$ cat src/pas_pkg.sv
// Shared types, codes and constants of the periodic ADC sample scheduler.
package pas_pkg;

  localparam int QUEUE_DEPTH_DEF = 16;
  localparam int NUM_SOURCES_DEF = 4;
  localparam int MAX_SOURCES     = 4;
  localparam int SRC_IDX_W       = 2;

  localparam int PERIOD_W  = 24;
  localparam int COUNT_W   = 25;
  localparam int TICKS_W   = 16;
  localparam int TAG_W     = 3;
  localparam int CHAN_W    = 5;
  localparam int SEL_W     = 6;
  localparam int SAMPLE_W  = 12;
  localparam int DROP_W    = 8;
  localparam int CFG_ADDR_W = 4;

  localparam int IN_TDATA_W  = 40;
  localparam int OUT_TDATA_W = 32;

  // Register indexes
  localparam logic [CFG_ADDR_W-1:0] CFG_PERIOD_BASE = 4'd0;
  localparam logic [CFG_ADDR_W-1:0] CFG_SEL_BASE    = 4'd4;
  localparam logic [CFG_ADDR_W-1:0] CFG_END         = 4'd8;

  // Source select reset values
  localparam logic [SEL_W-1:0] SEL_RST_0 = 6'd13;
  localparam logic [SEL_W-1:0] SEL_RST_1 = 6'd12;
  localparam logic [SEL_W-1:0] SEL_RST_2 = 6'd3;
  localparam logic [SEL_W-1:0] SEL_RST_3 = 6'd7;

  localparam logic KIND_START  = 1'b0;
  localparam logic KIND_SAMPLE = 1'b1;

  localparam logic [DROP_W-1:0] DROP_MAX = '1;

  typedef enum logic [1:0] {
    OP_TICK = 2'd0,
    OP_PUSH = 2'd1,
    OP_DONE = 2'd2,
    OP_RSVD = 2'd3
  } op_t;

  typedef enum logic [2:0] {
    S_IDLE,
    S_TICK,
    S_PUSH,
    S_DONE,
    S_DISP,
    S_START
  } state_t;

  typedef struct packed {
    logic [TAG_W-1:0]  tag;
    logic              mux_b;
    logic [CHAN_W-1:0] channel;
  } req_t;

  typedef struct packed {
    logic                 step;
    logic [SRC_IDX_W-1:0] idx;
    logic [PERIOD_W-1:0]  period;
    logic [TICKS_W-1:0]   dt;
  } tick_req_t;

endpackage

$ cat src/periodic_adc_sample_scheduler_top.sv
// Top level of the periodic ADC sample scheduler: config, sequencer, result register.
//
//  channel | direction | beat carries
//  in_     | slave     | tuser opcode, tdata tick count / pushed request / sample
//  out_    | master    | tuser kind, tlast final result, tdata tag..drop_total
//  cfg_    | slave     | cfg_addr register index, cfg_data value
//
// After an accepted item: a tick has the counter unit handle one source per
// cycle after the accept cycle, then the queue is checked. A push or a done
// item passes through its own state, then the queue check. A start adds a
// state for the registered head read. The item port is ready only in the idle
// state; a waiting result holds the sequencer where it must emit the next one.
// Reset is synchronous; the queue memory is not cleared. Config writes are
// always taken.
module periodic_adc_sample_scheduler_top #(
  parameter int QUEUE_DEPTH = pas_pkg::QUEUE_DEPTH_DEF,
  parameter int NUM_SOURCES = pas_pkg::NUM_SOURCES_DEF
) (
  input  logic                                clk,
  input  logic                                rst_n,
  input  logic                                in_tvalid,
  output logic                                in_tready,
  // [15:0] elapsed_ticks, [18:16] push_tag, [23:19] push_channel,
  // [24] push_mux_b, [36:25] sample_in, zero above
  input  logic [pas_pkg::IN_TDATA_W-1:0]      in_tdata,
  // [1:0] opcode
  input  logic [1:0]                          in_tuser,
  output logic                                out_tvalid,
  input  logic                                out_tready,
  // [2:0] tag, [7:3] channel, [8] mux_b, [20:9] sample_out,
  // [28:21] drop_total, zero above
  output logic [pas_pkg::OUT_TDATA_W-1:0]     out_tdata,
  // [0] kind
  output logic                                out_tuser,
  output logic                                out_tlast,
  input  logic                                cfg_valid,
  output logic                                cfg_ready,
  input  logic [pas_pkg::CFG_ADDR_W-1:0]      cfg_addr,
  input  logic [pas_pkg::PERIOD_W-1:0]        cfg_data
);

  localparam int SRC_W = (NUM_SOURCES > 1) ? $clog2(NUM_SOURCES) : 1;
  localparam logic [SRC_W-1:0] SRC_LAST = SRC_W'(NUM_SOURCES - 1);

  // configuration
  logic [pas_pkg::PERIOD_W-1:0] period_r [pas_pkg::MAX_SOURCES];
  logic [pas_pkg::SEL_W-1:0]    sel_r    [pas_pkg::MAX_SOURCES];

  assign cfg_ready = 1'b1;

  always_ff @(posedge clk) begin
    if (!rst_n) begin
      for (int i = 0; i < pas_pkg::MAX_SOURCES; i++) begin
        period_r[i] <= '0;
      end
      sel_r[0] <= pas_pkg::SEL_RST_0;
      sel_r[1] <= pas_pkg::SEL_RST_1;
      sel_r[2] <= pas_pkg::SEL_RST_2;
      sel_r[3] <= pas_pkg::SEL_RST_3;
    end else if (cfg_valid) begin
      if (cfg_addr < pas_pkg::CFG_SEL_BASE) begin
        period_r[2'(cfg_addr - pas_pkg::CFG_PERIOD_BASE)] <= cfg_data;
      end else if (cfg_addr < pas_pkg::CFG_END) begin
        sel_r[2'(cfg_addr - pas_pkg::CFG_SEL_BASE)] <= cfg_data[pas_pkg::SEL_W-1:0];
      end
    end
  end

  // latched item
  pas_pkg::op_t                  op_r;
  logic [pas_pkg::TICKS_W-1:0]   dt_r;
  pas_pkg::req_t                 preq_r;
  logic [pas_pkg::SAMPLE_W-1:0]  sample_r;

  pas_pkg::state_t state_r, state_nxt;
  logic [SRC_W-1:0] idx_r, idx_nxt;
  logic             busy_r, busy_nxt;
  logic [pas_pkg::TAG_W-1:0]  busy_tag_r, busy_tag_nxt;
  logic [pas_pkg::DROP_W-1:0] drop_count_r, drop_count_nxt;

  // result register
  logic                          out_valid_r, out_valid_nxt;
  logic                          out_kind_r, out_kind_nxt;
  logic                          out_last_r, out_last_nxt;
  pas_pkg::req_t                 out_req_r, out_req_nxt;
  logic [pas_pkg::SAMPLE_W-1:0]  out_sample_r, out_sample_nxt;
  logic [pas_pkg::DROP_W-1:0]    out_drop_r, out_drop_nxt;

  logic               accept;
  logic               slot_free;
  logic               load;
  pas_pkg::tick_req_t treq;
  logic               hit;
  logic               q_push, q_pop, q_full, q_empty;
  pas_pkg::req_t      q_wdata, q_rdata;

  assign in_tready = (state_r == pas_pkg::S_IDLE);
  assign accept    = in_tvalid && in_tready;
  assign slot_free = !out_valid_r || out_tready;

  assign treq.step   = (state_r == pas_pkg::S_TICK);
  assign treq.idx    = pas_pkg::SRC_IDX_W'(idx_r);
  assign treq.period = period_r[pas_pkg::SRC_IDX_W'(idx_r)];
  assign treq.dt     = dt_r;

  pas_tick #(
    .NUM_SOURCES(NUM_SOURCES)
  ) u_tick (
    .clk   (clk),
    .rst_n (rst_n),
    .req   (treq),
    .hit   (hit)
  );

  pas_fifo #(
    .DEPTH(QUEUE_DEPTH)
  ) u_fifo (
    .clk       (clk),
    .rst_n     (rst_n),
    .push      (q_push),
    .push_data (q_wdata),
    .pop       (q_pop),
    .rd_data   (q_rdata),
    .full      (q_full),
    .empty     (q_empty)
  );

  always_comb begin
    state_nxt      = state_r;
    idx_nxt        = idx_r;
    busy_nxt       = busy_r;
    busy_tag_nxt   = busy_tag_r;
    drop_count_nxt = drop_count_r;
    q_push         = 1'b0;
    q_pop          = 1'b0;
    q_wdata        = preq_r;
    load           = 1'b0;
    out_kind_nxt   = out_kind_r;
    out_last_nxt   = out_last_r;
    out_req_nxt    = out_req_r;
    out_sample_nxt = out_sample_r;
    out_drop_nxt   = out_drop_r;

    case (state_r)
      pas_pkg::S_IDLE: begin
        if (accept) begin
          idx_nxt = '0;
          case (pas_pkg::op_t'(in_tuser))
            pas_pkg::OP_TICK: state_nxt = pas_pkg::S_TICK;
            pas_pkg::OP_PUSH: state_nxt = pas_pkg::S_PUSH;
            pas_pkg::OP_DONE: state_nxt = pas_pkg::S_DONE;
            default:          state_nxt = pas_pkg::S_IDLE;
          endcase
        end
      end
      pas_pkg::S_TICK: begin
        q_wdata.tag     = pas_pkg::TAG_W'(idx_r);
        q_wdata.mux_b   = sel_r[pas_pkg::SRC_IDX_W'(idx_r)][pas_pkg::CHAN_W];
        q_wdata.channel = sel_r[pas_pkg::SRC_IDX_W'(idx_r)][pas_pkg::CHAN_W-1:0];
        q_push          = hit;
        if (hit && q_full && drop_count_r != pas_pkg::DROP_MAX) begin
          drop_count_nxt = drop_count_r + 1'b1;
        end
        idx_nxt = idx_r + 1'b1;
        if (idx_r == SRC_LAST) begin
          state_nxt = pas_pkg::S_DISP;
        end
      end
      pas_pkg::S_PUSH: begin
        q_push = 1'b1;
        if (q_full && drop_count_r != pas_pkg::DROP_MAX) begin
          drop_count_nxt = drop_count_r + 1'b1;
        end
        state_nxt = pas_pkg::S_DISP;
      end
      pas_pkg::S_DONE: begin
        if (!busy_r) begin
          state_nxt = pas_pkg::S_DISP;
        end else if (slot_free) begin
          load             = 1'b1;
          out_kind_nxt     = pas_pkg::KIND_SAMPLE;
          out_req_nxt      = '0;
          out_req_nxt.tag  = busy_tag_r;
          out_sample_nxt   = sample_r;
          out_drop_nxt     = drop_count_r;
          // a start follows if anything is queued
          out_last_nxt     = q_empty;
          busy_nxt         = 1'b0;
          state_nxt        = pas_pkg::S_DISP;
        end
      end
      pas_pkg::S_DISP: begin
        if (!busy_r && !q_empty) begin
          q_pop     = 1'b1;
          state_nxt = pas_pkg::S_START;
        end else begin
          state_nxt = pas_pkg::S_IDLE;
        end
      end
      pas_pkg::S_START: begin
        if (slot_free) begin
          load           = 1'b1;
          out_kind_nxt   = pas_pkg::KIND_START;
          out_req_nxt    = q_rdata;
          out_sample_nxt = '0;
          out_drop_nxt   = drop_count_r;
          out_last_nxt   = 1'b1;
          busy_nxt       = 1'b1;
          busy_tag_nxt   = q_rdata.tag;
          state_nxt      = pas_pkg::S_IDLE;
        end
      end
      default: state_nxt = pas_pkg::S_IDLE;
    endcase

    if (load) begin
      out_valid_nxt = 1'b1;
    end else if (out_tready) begin
      out_valid_nxt = 1'b0;
    end else begin
      out_valid_nxt = out_valid_r;
    end
  end

  always_ff @(posedge clk) begin
    if (!rst_n) begin
      state_r      <= pas_pkg::S_IDLE;
      idx_r        <= '0;
      busy_r       <= 1'b0;
      busy_tag_r   <= '0;
      drop_count_r <= '0;
      out_valid_r  <= 1'b0;
    end else begin
      state_r      <= state_nxt;
      idx_r        <= idx_nxt;
      busy_r       <= busy_nxt;
      busy_tag_r   <= busy_tag_nxt;
      drop_count_r <= drop_count_nxt;
      out_valid_r  <= out_valid_nxt;
    end
  end

  always_ff @(posedge clk) begin
    if (accept) begin
      op_r           <= pas_pkg::op_t'(in_tuser);
      dt_r           <= in_tdata[15:0];
      preq_r.tag     <= in_tdata[18:16];
      preq_r.channel <= in_tdata[23:19];
      preq_r.mux_b   <= in_tdata[24];
      sample_r       <= in_tdata[36:25];
    end
    out_kind_r   <= out_kind_nxt;
    out_last_r   <= out_last_nxt;
    out_req_r    <= out_req_nxt;
    out_sample_r <= out_sample_nxt;
    out_drop_r   <= out_drop_nxt;
  end

  assign out_tvalid = out_valid_r;
  assign out_tuser  = out_kind_r;
  assign out_tlast  = out_last_r;
  assign out_tdata  = {3'b000, out_drop_r, out_sample_r, out_req_r.mux_b,
                       out_req_r.channel, out_req_r.tag};

  // a start is only issued with the converter idle
  a_start_idle: assert property (@(posedge clk) disable iff (!rst_n)
    (state_r == pas_pkg::S_START && load) |-> !busy_r)
    else $error("start issued while converter busy");

  // a sample is only delivered for an active conversion
  a_sample_busy: assert property (@(posedge clk) disable iff (!rst_n)
    (state_r == pas_pkg::S_DONE && load) |-> busy_r && op_r == pas_pkg::OP_DONE)
    else $error("sample delivered without an active conversion");

  // drop count never goes backwards
  a_drop_mono: assert property (@(posedge clk) disable iff (!rst_n)
    $past(rst_n) |-> drop_count_r >= $past(drop_count_r))
    else $error("drop count decreased");

endmodule

$ cat src/pas_fifo.sv
// Request queue: circular buffer memory with registered head read.
module pas_fifo #(
  parameter int DEPTH = pas_pkg::QUEUE_DEPTH_DEF
) (
  input  logic                       clk,
  input  logic                       rst_n,
  input  logic                       push,
  input  pas_pkg::req_t              push_data,
  input  logic                       pop,
  output pas_pkg::req_t              rd_data,
  output logic                       full,
  output logic                       empty
);

  localparam int PTR_W = (DEPTH > 1) ? $clog2(DEPTH) : 1;
  localparam int LVL_W = $clog2(DEPTH + 1);
  localparam logic [PTR_W-1:0] PTR_LAST = PTR_W'(DEPTH - 1);

  pas_pkg::req_t mem [DEPTH];
  pas_pkg::req_t rd_data_r;
  logic [PTR_W-1:0] head_r, tail_r;
  logic [LVL_W-1:0] level_r;

  assign full    = (level_r == LVL_W'(DEPTH));
  assign empty   = (level_r == '0);
  assign rd_data = rd_data_r;

  // push and pop are never asserted together by the sequencer
  always_ff @(posedge clk) begin
    if (!rst_n) begin
      head_r  <= '0;
      tail_r  <= '0;
      level_r <= '0;
    end else begin
      if (push && !full) begin
        tail_r  <= (tail_r == PTR_LAST) ? '0 : tail_r + 1'b1;
        level_r <= level_r + 1'b1;
      end else if (pop && !empty) begin
        head_r  <= (head_r == PTR_LAST) ? '0 : head_r + 1'b1;
        level_r <= level_r - 1'b1;
      end
    end
  end

  always_ff @(posedge clk) begin
    if (push && !full) begin
      mem[tail_r] <= push_data;
    end
    if (pop && !empty) begin
      rd_data_r <= mem[head_r];
    end
  end

endmodule

$ cat src/pas_tick.sv
// Shared counter unit: adds elapsed ticks to one source counter per step.
module pas_tick #(
  parameter int NUM_SOURCES = pas_pkg::NUM_SOURCES_DEF
) (
  input  logic               clk,
  input  logic               rst_n,
  input  pas_pkg::tick_req_t req,
  output logic               hit
);

  localparam int SRC_W = (NUM_SOURCES > 1) ? $clog2(NUM_SOURCES) : 1;

  logic [pas_pkg::COUNT_W-1:0] cnt_r [NUM_SOURCES];
  logic [pas_pkg::COUNT_W-1:0] sum;
  logic [pas_pkg::COUNT_W-1:0] cnt_nxt;
  logic                        enabled;
  logic [SRC_W-1:0]            sel;

  assign sel     = req.idx[SRC_W-1:0];
  assign enabled = (req.period != '0);
  assign sum     = cnt_r[sel] + pas_pkg::COUNT_W'(req.dt);
  assign hit     = enabled && (sum >= pas_pkg::COUNT_W'(req.period));

  always_comb begin
    if (!enabled || hit) begin
      cnt_nxt = '0;
    end else begin
      cnt_nxt = sum;
    end
  end

  always_ff @(posedge clk) begin
    if (!rst_n) begin
      for (int i = 0; i < NUM_SOURCES; i++) begin
        cnt_r[i] <= '0;
      end
    end else if (req.step) begin
      cnt_r[sel] <= cnt_nxt;
    end
  end

endmodule
$ cat config.mk
export PLATFORM = sky130hd
export DESIGN_NAME = periodic_adc_sample_scheduler_top
export DESIGN_NICKNAME = d
export VERILOG_FILES = /design/src/pas_pkg.sv /design/src/periodic_adc_sample_scheduler_top.sv /design/src/pas_fifo.sv /design/src/pas_tick.sv
export SDC_FILE = /design/constraint.sdc
export NUM_CORES = 1
export LEC_CHECK = 0
export BUFFER_PORTS_ARGS = -buffer_cell sky130_fd_sc_hd__buf_2
export CAP_MARGIN = 20
export CORE_ASPECT_RATIO = 0.8
export CORE_UTILIZATION = 55
export CTS_BUF_LIST = sky130_fd_sc_hd__clkbuf_8
export DETAILED_ROUTE_END_ITERATION = 6
export PLACE_DENSITY_LB_ADDON = 0.15
export SLEW_MARGIN = 20
export SYNTH_ARGS = -nofsm -noshare
export SYNTH_HDL_FRONTEND = slang
export SYNTH_SLANG_ARGS = --single-unit
$ cat constraint.sdc
create_clock -name clk -period 7.5 [get_ports clk]
set_clock_uncertainty 0.15 [all_clocks]
set_input_delay 0.375 -clock clk [delete_from_list [all_inputs] [get_ports clk]]
set_output_delay 0.375 -clock clk [all_outputs]
set_load 0.02 [all_outputs]
Word level (Yosys, flattened, before mapping)

Memory sizes are Yosys's and may differ from the RTL's. A register that Yosys moved wholly into a read port is not among the register bits.
Cells that the tools add are included.

Register bits after elaboration: 99
RAM bits: 364
Input bits: 75
Output and inout bits: 37
Word-level logic and storage cells: 170
Memories kept: 4

$add $sub $neg: 8
Magnitude comparators: 3
Eq/ne operators: 20
Muxes and demuxes: 78
Bitwise operators: 1
Reductions and logical operators: 35

Memories:

| name         | words | width | read ports | clocked after Yosys merged registers in | wr ports | line                                    | text |
|---|---|---|---|---|---|---|---|
| u_fifo.mem   | 16    | 9     | 1          | 1                                       | 1        | pas_fifo.sv:19                          | `pas_pkg::req_t mem [DEPTH];` |
| u_tick.cnt_r | 4     | 25    | 1          | 1                                       | 4        | pas_tick.sv:13                          | `logic [pas_pkg::COUNT_W-1:0] cnt_r [NUM_SOURCES];` |
| period_r     | 4     | 24    | 1          | 1                                       | 4        | periodic_adc_sample_scheduler_top.sv:46 | `logic [pas_pkg::PERIOD_W-1:0] period_r [pas_pkg::MAX_SOURCES];` |
| sel_r        | 4     | 6     | 1          | 1                                       | 4        | periodic_adc_sample_scheduler_top.sv:47 | `logic [pas_pkg::SEL_W-1:0] sel_r [pas_pkg::MAX_SOURCES];` |

Operator list:

| cell                | number |
|---|---|
| $mux 25             | 2 |
| $mux 12             | 3 |
| $mux 9              | 4 |
| $mux 8              | 4 |
| $pmux 8 s2          | 2 |
| $mux 1              | 31 |
| $add 25x16->25      | 1 |
| $ge 25x24->1        | 1 |
| $reduce_or 25->1    | 1 |
| $mux 24             | 1 |
| $pmux 12 s2         | 1 |
| $reduce_bool 24->1  | 1 |
| $reduce_or 24->1    | 1 |
| $mux 2              | 10 |
| $mux 3              | 6 |
| $pmux 3 s6          | 1 |
| $pmux 9 s2          | 1 |
| $mux 5              | 2 |
| $pmux 1 s2          | 5 |
| $reduce_and 2->1    | 5 |
| $reduce_bool 2->1   | 5 |
| $add 4x1->4 const B | 2 |
| $add 8x1->8 const B | 1 |
| $eq 4x4->1 const B  | 2 |
| other kinds (30)    | 52 |

Longest topological paths before layout

Depth in word-level cells: 8
Mapped depth: 32

Cells and area by module

Synthesis repeated with hierarchy kept, for this count alone.

Cell total of the unflattened synthesis: 1398
Area, all modules: 21192.8 µm²

Modules (own cells, without submodules):

| module                            | times used | cells each | area each (µm²) | seq. area each (µm²) |
|---|---|---|---|---|
| periodic_adc_sample_scheduler_top | 1          | 547        | 8614.5          | 6045.8 |
| pas_fifo                          | 1          | 323        | 6572.6          | 4854.7 |
| pas_tick                          | 1          | 528        | 6005.8          | 3002.9 |

Worst setup path after synthesis

Ideal clock, no wire load.

Kind: flip-flop to flip-flop
Start: register (tool-made name)
End: register u_fifo.level_r[4]
Arrival time: 7.298 ns
Data required time: 7.264 ns
Path slack: -0.034 ns
Stages on the path, launching flop included: 30
Buffers on the path: 4
Cells stage by stage: dfxtp_1 buf_6 buf_2 buf_1 mux4_2 ha_1 a21o_1 a21oi_1 nor3_1 nor2_1 a311oi_1 a31oi_1 mux2i_1 a2111oi_0 inv_1 ha_1 nand4_1 nor4_1 nand2b_1 a211oi_1 o31ai_1 a21oi_4 nor2_1 clkbuf_1 inv_1 fa_1 a21o_1 a21o_1 a31o_1 a211oi_1

RTL lines:

| item                 | line           | text |
|---|---|---|
| end signal, assigned | pas_fifo.sv:37 | `level_r <= level_r + 1'b1;` |
| end signal, assigned | pas_fifo.sv:40 | `level_r <= level_r - 1'b1;` |
| end, declared        | pas_fifo.sv:22 | `logic [LVL_W-1:0] level_r;` |

==> run_results.csv <==
group,metric,value,unit
status,status,"complete, but fails checks",
status,violations,"design-rule violations",
setup_path,cp-start-kind,"register",
placement,port_buffers,104,
layout,post-route-util,64.82,%
yosys,muxShareOfSynthArea,11.15,%
floorplanning,placementRows,63,
timing,period_minus_slack,6902,ps
yosys,async_reset_ff_share,0,%
yosys,synth-xor-area-share,0.9195,%
routing,ant_nets,0,
global_route,grt_pass1_wl,69400,µm
global_route,gr-total-overflow,0,
floorplanning,die_y,176.6,µm
yosys,synth_top_family_by_area,"simple AND/OR/NAND/NOR gates",
global_route,grtUsageTotal,23.93,%
setup_path,required,7890,ps
power,p_per_area,314.8,mW/mm²
routing,vias_per_cell,5.712,
floorplanning,dieArea,0.03889,mm²
clocking,cts_root_buf,"clkbuf_8",
global_route,antenna_found_initial,0,
yosys,synth_area_leaders,"edfxtp_1, mux4_2, and2_1, dfxtp_1, ha_1",
placement,place_ws,51.00,ps
clocking,cts_tree,"yes",
yosys,postSynthCellCount,1389,
yosys,yosysSeqAreaShare,66.34,%
yosys,yosys_warnings,0,
setup_path,crit_path_max_fanout,18,
yosys,synthDistinctLibCells,61,
layout,fin_cells,2144,
yosys,synth-edff-count,441,
timing,rsz0062_at_grt,"no",
timing,worst_pin_slew,1139,ps
timing,period_share,92.03,%
timing,fin_ws,598.0,ps
clocking,cts_max_path_buffers,3,
clocking,clk_pin_slew,70,ps
routing,drt_iter0_drc,1071,
routing,post_drt_wl_per_cell,20.87,µm
yosys,avgSynthCellArea,15.09,µm²
yosys,synthSimpleGateAreaFrac,11.70,%
routing,routed_wl,44750,µm
layout,nets,1727,
clocking,cts_buffers,76,
min_path,hold_path_class,"input port to register",
setup_path,cp.arrival,7290,ps
routing,via_count,12250,
layout,n_fill_cell,2723,
yosys,synth_area_leader_cell,"edfxtp_1",
clocking,insertion_delay,640,ps
timing,final.setup.tns,0,ps
timing,slew_headroom,23.23,%
flow_run,cap_violations,0,
timing,maxSlewViolCount,0,
placement,dp_cells,1940,
placement,gp_congestion,0.8460,
floorplanning,die_x,220.2,µm
power,irDropWorstVdd,0.0001581,V
clocking,htree_levels,3,
floorplanning,initial_core_util,56.21,%
yosys,syn-cell-area,0.02096,mm²
placement,hpwl,28030,µm
layout,diodes,0,
global_route,first_global_vias,12470,
yosys,synth_adder_area_share,3.296,%
yosys,ys_ff_latch,474,
yosys,synth_ff_type,"edfxtp_1",
global_route,grt_max_degree,57,
power,p_leak,8.789,nW
floorplanning,core,0.03728,mm²
timing,clock.fmax,144.9,MHz
floorplanning,ios,112,
timing,hold_viol,0,
setup_path,end_kind,"register",
layout,drive_gt1_share,21.24,%
timing,setup_viol,0,
setup_path,worstSetupPathType,"register to register",
yosys,synth-compound-area-share,3.988,%
clocking,cts.sinks,474,
routing,firstDrtPassIters,7,
routing,drc,13,
yosys,yosysTopAreaCellShare,63.19,%
layout,area_growth,15.32,%
==> Yosys cell counts (15+ instances only) <==
master	count
a21oi_1	45
edfxtp_1	441
nand3_1	15
clkbuf_1	46
o21ai_0	34
nor2_1	74
ha_1	52
nor3_1	53
nand2_1	81
nand2b_1	22
inv_1	64
mux4_2	100
and3_1	34
dfxtp_1	33
and2_1	132
==> what timing repair did <==
action                                  in CTS  in global routing
endpoints found under the setup margin       1                  3
pin swaps                                    0                  0
endpoints found under the hold margin      160                  0
hold buffers                                63                  0
buffers inserted                             0                  4
resized for setup                            1                  3
==> metal layers <==
metal  share of wire, %  vias to the layer above  routed length, µm  global-route usage (%)
met3                7.4                       66               3290                   4.048
met5                  0                        -                  0                       0
met4                1.6                        0                731                   6.322
met1                 46                     6038              20770                   36.70
met2                 45                      430              19960                   35.59
li1                   -                     5712                  -                       -
==> critical path: stages, from the launching register on <==
cell and delay [ps]:
dfxtp_2 640, mux4_2 400, ha_1 290, a21o_1 160
a21oi_1 280, nor3_1 90, nor2_1 200, a311oi_2 160
a31oi_1 300, mux2i_1 120, a2111oi_1 500, buf_4 230
inv_1 60, ha_1 290, nand4_1 140, nor4_1 350
nand2b_1 160, a211oi_1 70, buf_4 160, o31ai_2 340
a21oi_4 70, nor2_4 220, inv_1 170, fa_1 480
a21o_1 170, a21o_1 200, a31o_1 220, a211oi_1 210
==> through the flow <==
stage / power [mW] / cell area (µm²) / hold WS, ps
after floorplan: 4.889 / 20980 / 293.9
after global placement: 5.475 / 22070 / 308.2
after detailed placement: 5.536 / 22070 / 312.7
after CTS: 7.620 / 24120 / 3.451
after global routing: 7.996 / 24170 / 13.52
final: 7.609 / 24170 / 41.90
==> final timing paths <==
check                     start           endpoint  slack (ps)  depth (start not counted)
setup reg to reg       register  u_fifo.level_r[4]         600                         27
hold reg to reg   busy_tag_r[0]      busy_tag_r[0]         330                          2
setup / recovery       register  u_fifo.level_r[4]         600                         27
hold / removal      cfg_addr[3]        sel_r[3][0]          40                          3
==> sequential cells by signal, summed over array words and instances, names as in the netlist, 12 cells and up, named ones only <==
register      flops
dt_r             16
period_r         96
out_sample_r     12
sample_r         12
u_fifo.mem      144
sel_r            24
u_tick.cnt_r    100
==> logic make-up after synthesis <==
kind of cell	after synthesis
compound gates	133
xor+xnor	22
fa+ha+maj	54
buf+inv	132
flops	474
mux	108
other cells	2
simple gates	464
==> layout make-up <==
class / count / area (µm²) / area share, %
Timing Repair Buffer: 193 / 1346 / 5.571
Multi-Input combinational cell: 789 / 6653 / 27.53
Inverter: 64 / 240.2 / 0.9940
Clock inverter: 55 / 280.3 / 1.160
Sequential cell: 474 / 13910 / 57.56
Tap cell: 487 / 609.3 / 2.521
Clock buffer: 82 / 1129 / 4.670
==> cell usage in the layout, fill, tap and decap left out, types with 3 or more instances in the layout <==
cell type      count
nand3_1           14
a32o_1             3
nand2_1           81
nor2_1            71
conb_1             8
ha_1              52
nand2b_1          22
clkinv_1           9
o21ai_0           30
nor4_1            10
clkinv_2           5
o21a_1             4
mux4_2           100
o21bai_1           3
nor3_1            51
clkbuf_8          82
dfxtp_1           30
a31oi_1            4
and2_1           132
a211oi_1           7
clkinvlp_4         3
a21o_1            10
nor2b_1            7
mux2_2             3
edfxtp_1         441
or4_1              3
buf_4             26
a21oi_1           45
and3_1            34
inv_1             97
mux2i_1            5
nand4_1           10
o21ai_4            4
xnor2_1           13
dlygate4sd3_1     63
buf_2            104
xor2_1             9
or3_1             11
==> where the power goes <==
part           internal, mW  switching, mW  total, mW  leakage, nW
logic                 0.793           1.35       2.14         3.48
registers              3.30          0.112       3.41         4.47
clock network          1.05           1.01       2.06        0.839
No activity file was read; power rests on OpenSTA's default activity.
